--- config.mk ---
export PLATFORM = sky130hd
export DESIGN_NAME = canopen_cia402_drive_manager
export DESIGN_NICKNAME = d
export VERILOG_FILES = /design/src/hw/rtl/cdm_pkg.sv /design/src/hw/rtl/cdm_front.sv /design/src/hw/rtl/cdm_queue.sv /design/src/hw/rtl/cdm_back.sv /design/src/hw/rtl/canopen_cia402_drive_manager.sv
export SDC_FILE = /design/constraint.sdc
export NUM_CORES = 1
export LEC_CHECK = 0
export ABC_CLOCK_PERIOD_IN_PS = 11400
export BUFFER_PORTS_ARGS = -buffer_cell sky130_fd_sc_hd__buf_2
export CORE_MARGIN = 3
export CORE_UTILIZATION = 45
export CTS_BUF_LIST = sky130_fd_sc_hd__clkbuf_8
export DETAILED_ROUTE_END_ITERATION = 10
export GPL_TIMING_DRIVEN = 1
export SETUP_SLACK_MARGIN = 0.02
export SYNTH_ARGS = -nofsm -noshare
export SYNTH_HDL_FRONTEND = slang
export SYNTH_SLANG_ARGS = --single-unit
export TNS_END_PERCENT = 5
--- constraint.sdc ---
create_clock -name aclk -period 11.4 [get_ports aclk]
set_input_delay 2.28 -clock aclk [delete_from_list [all_inputs] [get_ports aclk]]
set_output_delay 2.28 -clock aclk [all_outputs]
set_load 0.02 [all_outputs]
--- src/hw/rtl/cdm_pkg.sv ---
// shared types, constants and frame helpers for the cia 402 drive manager
package cdm_pkg;

    // configuration register indexes
    localparam int CFG_ADDR_W = 3;
    localparam logic [CFG_ADDR_W-1:0] REG_NODE_ID      = 3'd0;
    localparam logic [CFG_ADDR_W-1:0] REG_POS_LIMIT    = 3'd1;
    localparam logic [CFG_ADDR_W-1:0] REG_PROFILE_VEL  = 3'd2;
    localparam logic [CFG_ADDR_W-1:0] REG_ACCELERATION = 3'd3;
    localparam logic [CFG_ADDR_W-1:0] REG_DRIVE_ENABLE = 3'd4;

    localparam int QUEUE_DEPTH_DEF = 2;

    // frame identifier bases
    localparam logic [10:0] BASE_TX     = 11'h600;
    localparam logic [10:0] BASE_SDO_RX = 11'h580;
    localparam logic [10:0] BASE_POS    = 11'h280;
    localparam logic [10:0] BASE_EMCY   = 11'h080;

    localparam logic [7:0] SDO_WR_CMD    = 8'h23;
    localparam logic [7:0] SDO_READ_CMD  = 8'h40;
    localparam logic [7:0] SDO_FREE_MASK = 8'h1E;

    localparam logic [15:0] MASK_NARROW = 16'b0000000001001111;
    localparam logic [15:0] MASK_WIDE   = 16'b0000000001101111;

    localparam logic [15:0] CW_MODE_ABSOLUTE = 16'b00101111;
    localparam logic [15:0] CW_TRIGGER       = 16'b00010000;
    localparam logic [15:0] CW_FAULT_RESET   = 16'b10000000;
    localparam logic [15:0] CW_SHUTDOWN      = 16'h0006;
    localparam logic [15:0] CW_SWITCH_ON     = 16'h0007;
    localparam logic [15:0] CW_ENABLE_OP     = 16'h000F;

    localparam logic [15:0] OBJ_CONTROL = 16'h6040;
    localparam logic [15:0] OBJ_STATUS  = 16'h6041;
    localparam logic [15:0] OBJ_TARGET  = 16'h607A;

    // drive states
    localparam logic [2:0] ST_NOT_READY   = 3'd0;
    localparam logic [2:0] ST_DISABLED    = 3'd1;
    localparam logic [2:0] ST_READY       = 3'd2;
    localparam logic [2:0] ST_SWITCHED_ON = 3'd3;
    localparam logic [2:0] ST_ENABLED     = 3'd4;
    localparam logic [2:0] ST_QUICK_STOP  = 3'd5;
    localparam logic [2:0] ST_FAULT_REACT = 3'd6;
    localparam logic [2:0] ST_FAULT       = 3'd7;

    // item kinds
    localparam logic [1:0] CMD_FRAME    = 2'd0;
    localparam logic [1:0] CMD_POSITION = 2'd1;
    localparam logic [1:0] CMD_POLL     = 2'd2;

    // status word decode, tried from the first row
    localparam logic [15:0] DEC_MASK [8] = '{
        MASK_NARROW, MASK_WIDE, MASK_NARROW, MASK_NARROW,
        MASK_WIDE, MASK_WIDE, MASK_WIDE, MASK_NARROW
    };
    localparam logic [15:0] DEC_VALUE [8] = '{
        16'h00, 16'h07, 16'h08, 16'h0F, 16'h21, 16'h23, 16'h27, 16'h40
    };
    localparam logic [2:0] DEC_CODE [8] = '{
        ST_NOT_READY, ST_QUICK_STOP, ST_FAULT, ST_FAULT_REACT,
        ST_READY, ST_SWITCHED_ON, ST_ENABLED, ST_DISABLED
    };

    localparam logic [15:0] PROFILE_OBJ [6] = '{
        16'h6081, 16'h6083, 16'h6084, 16'h6085, 16'h60C5, 16'h60C6
    };

    typedef enum logic [2:0] {
        JOB_NONE,
        JOB_FAULT_RST,
        JOB_READY_ON,
        JOB_SHUTDOWN,
        JOB_SWITCH_ON,
        JOB_POSITION,
        JOB_POLL
    } job_kind_t;

    typedef struct packed {
        logic [6:0]  node_id;
        logic [30:0] pos_limit;
        logic [31:0] prof_speed;
        logic [31:0] acceleration;
        logic        drive_enable;
    } cfg_t;

    typedef struct packed {
        logic [1:0]         cmd;
        logic [10:0]        frame_id;
        logic [63:0]        frame_data;
        logic signed [31:0] tgt_pos;
    } in_word_t;

    typedef struct packed {
        logic               tx_valid;
        logic [10:0]        tx_id;
        logic [63:0]        tx_data;
        logic               last;
        logic [2:0]         drive_state;
        logic [15:0]        stat_word;
        logic signed [31:0] actual_position;
        logic               fault_flag;
        logic [15:0]        err_code;
    } out_word_t;

    typedef struct packed {
        logic [2:0]  drive_state;
        logic [15:0] stat_word;
        logic [31:0] position;
        logic        fault;
        logic [15:0] err_code;
    } status_t;

    typedef struct packed {
        job_kind_t   kind;
        logic [31:0] target;
        status_t     status;
    } job_t;

    function automatic logic [2:0] decode_state(input logic [15:0] sw);
        logic [2:0] code;
        code = ST_FAULT;
        // walk from the last row so the first matching row wins
        for (int i = 7; i >= 0; i--) begin
            if ((sw & DEC_MASK[i]) == DEC_VALUE[i]) code = DEC_CODE[i];
        end
        return code;
    endfunction

    function automatic logic [63:0] sdo_wr_frame(input logic [15:0] index, input logic wide,
                                                 input logic [31:0] data);
        logic [7:0]  head;
        logic [31:0] payload;
        head    = wide ? SDO_WR_CMD : (SDO_WR_CMD | ((8'd2 << 2) & SDO_FREE_MASK));
        payload = wide ? data : {16'h0000, data[15:0]};
        return {payload, 8'h00, index, head};
    endfunction

    function automatic logic [2:0] job_len(input job_kind_t kind);
        logic [2:0] len;
        case (kind)
            JOB_SWITCH_ON: len = 3'd7;
            JOB_POSITION:  len = 3'd3;
            default:       len = 3'd1;
        endcase
        return len;
    endfunction

endpackage

--- src/hw/rtl/cdm_front.sv ---
// front end: accepts words, tracks drive status and classifies the frames to send
module cdm_front (
    input  logic              aclk,
    input  logic              aresetn,
    input  cdm_pkg::cfg_t     cfg,
    input  logic              s_valid,
    output logic              s_ready,
    input  cdm_pkg::in_word_t s_data,
    output logic              job_valid,
    input  logic              job_ready,
    output cdm_pkg::job_t     job
);
    import cdm_pkg::*;

    logic [2:0]  drive_state_reg, drive_state_next;
    logic [15:0] stat_word_reg, stat_word_next;
    logic [31:0] position_reg, position_next;
    logic [15:0] err_code_reg, err_code_next;

    logic [10:0]        id_emcy, id_pos, id_sdo;
    logic               fault;
    logic [2:0]         dec_state;
    logic signed [31:0] lim, clamped;
    job_kind_t          kind;

    assign s_ready   = job_ready;
    assign job_valid = s_valid;

    assign id_emcy = BASE_EMCY + {4'b0000, cfg.node_id};
    assign id_pos  = BASE_POS + {4'b0000, cfg.node_id};
    assign id_sdo  = BASE_SDO_RX + {4'b0000, cfg.node_id};

    assign dec_state = decode_state(s_data.frame_data[47:32]);
    assign lim       = signed'({1'b0, cfg.pos_limit});

    always_comb begin
        if (s_data.tgt_pos > lim) begin
            clamped = lim;
        end else if (s_data.tgt_pos < -lim) begin
            clamped = -lim;
        end else begin
            clamped = s_data.tgt_pos;
        end
    end

    always_comb begin
        drive_state_next = drive_state_reg;
        stat_word_next   = stat_word_reg;
        position_next    = position_reg;
        err_code_next    = err_code_reg;
        fault            = 1'b0;
        kind             = JOB_NONE;
        case (s_data.cmd)
            CMD_FRAME: begin
                if (s_data.frame_id == id_emcy) begin
                    err_code_next = s_data.frame_data[15:0];
                    fault         = 1'b1;
                end else if (s_data.frame_id == id_pos) begin
                    position_next = s_data.frame_data[31:0];
                end else if (s_data.frame_id == id_sdo &&
                             s_data.frame_data[23:8] == OBJ_STATUS) begin
                    stat_word_next   = s_data.frame_data[47:32];
                    drive_state_next = dec_state;
                    if (dec_state == ST_FAULT) begin
                        fault = 1'b1;
                        if (err_code_reg == 16'h0000) err_code_next = 16'h0001;
                        if (cfg.drive_enable) kind = JOB_FAULT_RST;
                    end else begin
                        err_code_next = 16'h0000;
                        if (dec_state == ST_READY && cfg.drive_enable) begin
                            kind = JOB_READY_ON;
                        end else if (dec_state == ST_SWITCHED_ON && cfg.drive_enable) begin
                            kind = JOB_SWITCH_ON;
                        end else if (!cfg.drive_enable && dec_state != ST_READY) begin
                            kind = JOB_SHUTDOWN;
                        end
                    end
                end
            end
            CMD_POSITION: begin
                if (drive_state_reg == ST_ENABLED) kind = JOB_POSITION;
            end
            CMD_POLL: begin
                kind = JOB_POLL;
            end
            default: begin
                kind = JOB_NONE;
            end
        endcase
    end

    always_comb begin
        job.kind               = kind;
        job.target             = clamped;
        job.status.drive_state = drive_state_next;
        job.status.stat_word   = stat_word_next;
        job.status.position    = position_next;
        job.status.fault       = fault;
        job.status.err_code    = err_code_next;
    end

    always_ff @(posedge aclk) begin
        if (!aresetn) begin
            drive_state_reg <= ST_NOT_READY;
            stat_word_reg   <= '0;
            position_reg    <= '0;
            err_code_reg    <= '0;
        end else if (s_valid && s_ready) begin
            drive_state_reg <= drive_state_next;
            stat_word_reg   <= stat_word_next;
            position_reg    <= position_next;
            err_code_reg    <= err_code_next;
        end
    end

endmodule

--- src/hw/rtl/cdm_queue.sv ---
// short job queue between the front end and the frame sequencer
module cdm_queue #(
    parameter int DEPTH = cdm_pkg::QUEUE_DEPTH_DEF
) (
    input  logic          aclk,
    input  logic          aresetn,
    input  logic          wr_valid,
    output logic          wr_ready,
    input  cdm_pkg::job_t wr_data,
    output logic          rd_valid,
    input  logic          rd_ready,
    output cdm_pkg::job_t rd_data
);
    import cdm_pkg::*;

    localparam int PTR_W = (DEPTH > 1) ? $clog2(DEPTH) : 1;
    localparam int CNT_W = $clog2(DEPTH + 1);

    job_t             slots [DEPTH];
    logic [PTR_W-1:0] wr_ptr_reg, rd_ptr_reg;
    logic [CNT_W-1:0] count_reg;
    logic             push, pop;

    assign wr_ready = (count_reg != CNT_W'(DEPTH));
    assign rd_valid = (count_reg != '0);
    assign rd_data  = slots[rd_ptr_reg];
    assign push     = wr_valid && wr_ready;
    assign pop      = rd_valid && rd_ready;

    function automatic logic [PTR_W-1:0] bump(input logic [PTR_W-1:0] p);
        return (p == PTR_W'(DEPTH - 1)) ? '0 : p + 1'b1;
    endfunction

    always_ff @(posedge aclk) begin
        if (push) slots[wr_ptr_reg] <= wr_data;
    end

    always_ff @(posedge aclk) begin
        if (!aresetn) begin
            wr_ptr_reg <= '0;
            rd_ptr_reg <= '0;
            count_reg  <= '0;
        end else begin
            if (push) wr_ptr_reg <= bump(wr_ptr_reg);
            if (pop) rd_ptr_reg <= bump(rd_ptr_reg);
            if (push && !pop) begin
                count_reg <= count_reg + 1'b1;
            end else if (pop && !push) begin
                count_reg <= count_reg - 1'b1;
            end
        end
    end

endmodule

--- src/hw/rtl/cdm_back.sv ---
// back end: expands each job into its frames, one output word per cycle while the output is not stalled
module cdm_back (
    input  logic               aclk,
    input  logic               aresetn,
    input  cdm_pkg::cfg_t      cfg,
    input  logic               job_valid,
    output logic               job_pop,
    input  cdm_pkg::job_t      job,
    output logic               m_valid,
    input  logic               m_ready,
    output cdm_pkg::out_word_t m_data
);
    import cdm_pkg::*;

    logic [2:0] step_reg, step_next;
    logic       m_valid_reg, m_valid_next;
    out_word_t  m_data_reg, m_data_next;
    logic       load, is_last;
    logic [63:0] frame;
    logic [2:0]  prof_idx;

    assign load     = !m_valid_reg || m_ready;
    assign is_last  = (step_reg == job_len(job.kind) - 3'd1);
    assign job_pop  = load && job_valid && is_last;
    assign prof_idx = step_reg - 3'd1;
    assign m_valid  = m_valid_reg;
    assign m_data   = m_data_reg;

    always_comb begin
        frame = '0;
        case (job.kind)
            JOB_FAULT_RST: frame = sdo_wr_frame(OBJ_CONTROL, 1'b0, {16'h0000, CW_FAULT_RESET});
            JOB_READY_ON:  frame = sdo_wr_frame(OBJ_CONTROL, 1'b0, {16'h0000, CW_SWITCH_ON});
            JOB_SHUTDOWN:  frame = sdo_wr_frame(OBJ_CONTROL, 1'b0, {16'h0000, CW_SHUTDOWN});
            JOB_SWITCH_ON: begin
                if (step_reg == 3'd0) begin
                    frame = sdo_wr_frame(OBJ_CONTROL, 1'b0, {16'h0000, CW_ENABLE_OP});
                end else if (step_reg == 3'd1) begin
                    frame = sdo_wr_frame(PROFILE_OBJ[prof_idx], 1'b1, cfg.prof_speed);
                end else begin
                    frame = sdo_wr_frame(PROFILE_OBJ[prof_idx], 1'b1, cfg.acceleration);
                end
            end
            JOB_POSITION: begin
                if (step_reg == 3'd0) begin
                    frame = sdo_wr_frame(OBJ_CONTROL, 1'b0, {16'h0000, CW_MODE_ABSOLUTE});
                end else if (step_reg == 3'd1) begin
                    frame = sdo_wr_frame(OBJ_TARGET, 1'b1, job.target);
                end else begin
                    frame = sdo_wr_frame(OBJ_CONTROL, 1'b0,
                                         {16'h0000, CW_MODE_ABSOLUTE | CW_TRIGGER});
                end
            end
            JOB_POLL: frame = {40'h0, OBJ_STATUS, SDO_READ_CMD};
            default:  frame = '0;
        endcase
    end

    always_comb begin
        step_next    = step_reg;
        m_valid_next = m_valid_reg;
        m_data_next  = m_data_reg;
        if (load) begin
            m_valid_next = job_valid;
            if (job_valid) begin
                step_next                   = is_last ? 3'd0 : step_reg + 3'd1;
                m_data_next.tx_valid        = (job.kind != JOB_NONE);
                m_data_next.tx_id           = (job.kind != JOB_NONE) ?
                                              BASE_TX + {4'b0000, cfg.node_id} : '0;
                m_data_next.tx_data         = frame;
                m_data_next.last            = is_last;
                m_data_next.drive_state     = job.status.drive_state;
                m_data_next.stat_word       = job.status.stat_word;
                m_data_next.actual_position = job.status.position;
                m_data_next.fault_flag      = job.status.fault;
                m_data_next.err_code        = job.status.err_code;
            end
        end
    end

    always_ff @(posedge aclk) begin
        m_data_reg <= m_data_next;
        if (!aresetn) begin
            step_reg    <= '0;
            m_valid_reg <= 1'b0;
        end else begin
            step_reg    <= step_next;
            m_valid_reg <= m_valid_next;
        end
    end

endmodule

--- src/hw/rtl/canopen_cia402_drive_manager.sv ---
// top level of the cia 402 drive manager: config registers, front end, queue, sequencer
//
//  channel   ports                   word
//  input     s_valid s_ready s_data  in_word_t: cmd, frame_id, frame_data, tgt_pos
//  output    m_valid m_ready m_data  out_word_t: one frame (or empty word) per transfer
//  config    cfg_wr_en cfg_addr      cfg_wdata, written at once, no read-back
//
//  the front end takes one input word per cycle while the job queue has room
//  each job leaves as 1 to 7 output words, one per cycle unless the output stalls, set by the frame sequencer:
//  7 for switch-on with profile writes, 3 for a position command, 1 otherwise
//  a stalled output holds its register; the queue lets the front end run ahead
//  reset sets the config registers to their defaults and clears status and queue
module canopen_cia402_drive_manager #(
    parameter int QUEUE_DEPTH = cdm_pkg::QUEUE_DEPTH_DEF
) (
    input  logic                              aclk,
    input  logic                              aresetn,
    input  logic                              cfg_wr_en,
    input  logic [cdm_pkg::CFG_ADDR_W-1:0]    cfg_addr,
    input  logic [31:0]                       cfg_wdata,
    input  logic                              s_valid,
    output logic                              s_ready,
    input  cdm_pkg::in_word_t                 s_data,
    output logic                              m_valid,
    input  logic                              m_ready,
    output cdm_pkg::out_word_t                m_data
);
    import cdm_pkg::*;

    cfg_t cfg_reg;
    job_t front_job, queue_job;
    logic front_valid, queue_wr_ready, queue_valid, queue_pop;

    always_ff @(posedge aclk) begin
        if (!aresetn) begin
            cfg_reg.node_id      <= 7'd112;
            cfg_reg.pos_limit    <= 31'd7500;
            cfg_reg.prof_speed   <= 32'd10000;
            cfg_reg.acceleration <= 32'd2000;
            cfg_reg.drive_enable <= 1'b0;
        end else if (cfg_wr_en) begin
            case (cfg_addr)
                REG_NODE_ID:      cfg_reg.node_id      <= cfg_wdata[6:0];
                REG_POS_LIMIT:    cfg_reg.pos_limit    <= cfg_wdata[30:0];
                REG_PROFILE_VEL:  cfg_reg.prof_speed   <= cfg_wdata;
                REG_ACCELERATION: cfg_reg.acceleration <= cfg_wdata;
                REG_DRIVE_ENABLE: cfg_reg.drive_enable <= cfg_wdata[0];
                default: ;
            endcase
        end
    end

    cdm_front u_front (
        .aclk      (aclk),
        .aresetn   (aresetn),
        .cfg       (cfg_reg),
        .s_valid   (s_valid),
        .s_ready   (s_ready),
        .s_data    (s_data),
        .job_valid (front_valid),
        .job_ready (queue_wr_ready),
        .job       (front_job)
    );

    cdm_queue #(
        .DEPTH (QUEUE_DEPTH)
    ) u_queue (
        .aclk     (aclk),
        .aresetn  (aresetn),
        .wr_valid (front_valid),
        .wr_ready (queue_wr_ready),
        .wr_data  (front_job),
        .rd_valid (queue_valid),
        .rd_ready (queue_pop),
        .rd_data  (queue_job)
    );

    cdm_back u_back (
        .aclk      (aclk),
        .aresetn   (aresetn),
        .cfg       (cfg_reg),
        .job_valid (queue_valid),
        .job_pop   (queue_pop),
        .job       (queue_job),
        .m_valid   (m_valid),
        .m_ready   (m_ready),
        .m_data    (m_data)
    );

    // an empty word stands alone for its item
    a_empty_is_last: assert property (@(posedge aclk) disable iff (!aresetn)
        (m_valid && !m_data.tx_valid) |-> (m_data.last && m_data.tx_id == '0 &&
                                           m_data.tx_data == '0))
        else $error("empty output word not marked last or not zero");

    // every transmitted frame goes to the configured node
    a_tx_id_node: assert property (@(posedge aclk) disable iff (!aresetn)
        (m_valid && m_data.tx_valid) |-> (m_data.tx_id == BASE_TX + {4'b0000, cfg_reg.node_id}))
        else $error("frame identifier does not match node");

    // while a multi-frame run stalls mid-way, the queue head must stay put
    a_run_holds_job: assert property (@(posedge aclk) disable iff (!aresetn)
        (m_valid && !m_data.last) |-> queue_valid)
        else $error("job left the queue before its final word");

endmodule

==> impl_results.md <==
* Max FFs per register at 206
* Status: finished, final reports clean
* Crit Path Max Fanout at 69
* Clock Path Buffers at 3
* First-pass GRT wire length at 88,570 µm
* Endpoint class of the critical path: register
* Skew final at 0.02656 ns
* Nets at 2,438
* Row cnt at 81
* GRT Residual Overflow at 0
* Max cap viols at 0
* F_max at 0.1640 GHz
* Worst endpoint required time at 11.82 ns
* Startpoint types: register
* Postcts setup bufs at 0
* Register Area at 13,380 µm²
* Initial DRT Pass Iterations at 5
* H-tree lvl count at 3
* Ports at 296
* Clock sinks at 505
* Post-synth ARST share at 0
* Unrepaired setup endpoints after global routing: no
* Core area at 49,360 µm²
* Final cell count without fillers at 2,955
* Synth warn at 0
* Root buf cell: clkbuf_8
* Clock-pin slew on the worst setup and hold paths at 0.06 ns
* Avg Vias per Cell at 5.361
* Mean Syn Cell Area at 11.50 µm²
* Post-synth top area share at 0.4315
* Most common cell after layout, fill and taps aside: edfxtp_1
* Initial antenna violation count at 2
* Number of synthesized flops with an enable pin at 326
* Hold_buf cts at 0
* Tcrit/Tclk final at 0.5349
* Hold crit path type: register to register
* Post-Synthesis Cells at 1,972
* Starting Density at 0.4596
* Post-Syn Area at 22,680 µm²
* Vias in the first global route at 15,654
* Internal at 0.003671 W
* Synth Flop Type: edfxtp_1
* Crit path time final at 6.098 ns
* Dominant cells by area after synthesis: edfxtp_1 43%, dfxtp_1 16%, mux2_2 5.9%, nand2_1 4.6%, ha_1 3.9%
* Clock latency on the worst-skew pair at 0.66 ns
* Rel. slew slack at 0.2191
* Largest net degree at the start of global routing at 100
* Worst vdd ir at 0.1087 mV
* Area Overhead vs Synth at 15.43%
* Vias at 15,843
* # port buffers at 260
* Layout cell share with drive strength beyond 1 at 0.2355
* Clock power share at 0.298
* Post-Route WL at 57,640 µm
* Commonest cells after routing, fill and taps aside: 326 x edfxtp_1, 276 x nand2_1, 259 x buf_2
* Number of fill cells in the layout at 4,383
* Seq/Total Area, Yosys at 0.5895
* RePlAce Congestion at 0.9058
* Seq cells post-synth at 505
* DR DRC count at 0
* Count of cell types in the netlist at 66
* Net Sw Power at 0.001684 W
* Multi-input logic area at 8650 µm²
* Cts repair resizes at 0
* Comb pwr share at 0.231
* GRT Overall Usage at 0.2137
* 1st-iter DRT viols at 920
* Leakage at 9.776 nW
* DP HPWL at 37,800 µm
* CTS tree: yes
* Hold Vio Cnt, Final at 0
* CTS Buf Count at 84
* PwrDens at 204.5 nW/µm²
* Total Die Area at 53,140 µm²
* Die height at 230.5 µm
* Seq pwr share at 0.471
* Dpl cells at 2,796
* Setup tns final at 0 ns
* Slew @ Worst Pin at 1.167 ns
* Cell taking the most area after synthesis: edfxtp_1
* Critical Path AT at 6.51 ns
* ANT nets after route at 0
* Sw frac at 0.3145
* Chip width at 230.5 µm
* WS Path Type: register to register
* Avg WL per Cell at 19.50 µm
* Slew Viols, Final at 0
* Final setup fails at 0
## through the flow
stage	instance area (µm²)	hold WS (ns)	setup WS, ns	utilization	total power (W)
final	26180	0.4617	5.302	0.5305	0.005355
after floorplan	22750	0.4375	3.961	-	0.003385
after CTS	26180	0.4632	5.274	0.5304	0.005428
after global routing	26180	0.4753	4.943	0.5305	0.005619
after detailed placement	24470	0.4546	5.305	0.4957	0.003820
after global placement	24470	0.4469	5.411	0.4957	0.003795
## cell families after synthesis
group,count (synthesis),share of synthesized area
other,1,0.0001653
XOR/XNOR,38,0.01467
AND/OR/NAND/NOR,635,0.1308
flip-flops,505,0.5895
AO/OA/AOI/OAI,356,0.1036
buffers and inverters,182,0.03436
adder cells (fa/ha/maj),71,0.03916
multiplexers,184,0.08776
## final cells by class
cell class	instances	share of cell area
Antenna cell	2	0.0001911
Clock buffer	101	0.05309
Clock inverter	56	0.01233
Inverter	48	0.007072
Multi-Input combinational cell	1303	0.3303
Sequential cell	505	0.5109
Tap cell	664	0.03173
Timing Repair Buffer	276	0.05438
## power groups by stage
stage          Combinational (W)  Sequential (W)  Clock [W]
2_1_floorplan           0.000637         0.00275          0
3_3_place_gp             0.00124         0.00256          0
3_5_place_dp             0.00125         0.00257          0
4_1_cts                  0.00126         0.00253    0.00164
5_1_grt                  0.00134         0.00256    0.00172
6_report                 0.00123         0.00252    0.00160
## Yosys cell counts (3+ instances only)
cell type,number
a22oi_1,15
and3_1,9
buf_4,25
a21o_1,7
nor4_1,12
xnor2_1,35
nor2b_1,32
nand3_1,36
dfxtp_1,179
xor2_1,3
nand2_1,276
nand4_1,19
o22ai_1,42
a211oi_1,8
or4_1,4
a31oi_1,6
nor3_1,45
buf_1,11
a21boi_0,100
inv_1,47
ha_1,71
o21ai_1,4
mux2_2,119
o21ai_0,59
a22o_1,18
edfxtp_1,326
o21a_1,4
or2_2,4
nor3b_1,32
or3_1,3
clkbuf_1,96
and2_1,17
nor4b_1,3
o211ai_1,9
mux2i_1,65
nor2_1,126
a21oi_1,62
## routing by layer
metal  vias to the layer above  part of all wire  track usage
met5                         -                 0            0
met4                         0             0.023      0.07658
met3                        74             0.058      0.03492
met2                       471              0.47       0.3481
met1                      7683              0.45       0.2896
li1                       7615                 -            -
## critical path, cell delays in order (launching register included)
cell and delay (ns):
dfxtp_1 0.33, inv_1 0.12, ha_1 0.26, or3b_4 0.44, or4_4 0.47, nor3_4 0.44
nand2_1 0.16, nor4_1 0.47, xnor2_1 0.18, ha_1 0.27, a21oi_1 0.12, a21boi_0 0.13
o221a_2 0.33, or4_1 0.51, o22a_2 0.22, buf_4 0.34, o21ai_1 0.54, o2bb2ai_1 0.17
nor3_1 0.33
## final timing paths
check / from / endpoint / slack (ns) / depth (start not counted)
max: cfg_reg[66] / u_queue.slots[0][77] / 5.30 / 18
min: u_front.stat_word_reg[3] / u_front.stat_word_reg[3] / 0.46 / 2
max reg2reg: cfg_reg[66] / u_queue.slots[0][77] / 5.30 / 18
min reg2reg: u_front.stat_word_reg[3] / u_front.stat_word_reg[3] / 0.46 / 2
No activity file was read; power rests on OpenSTA's default activity.
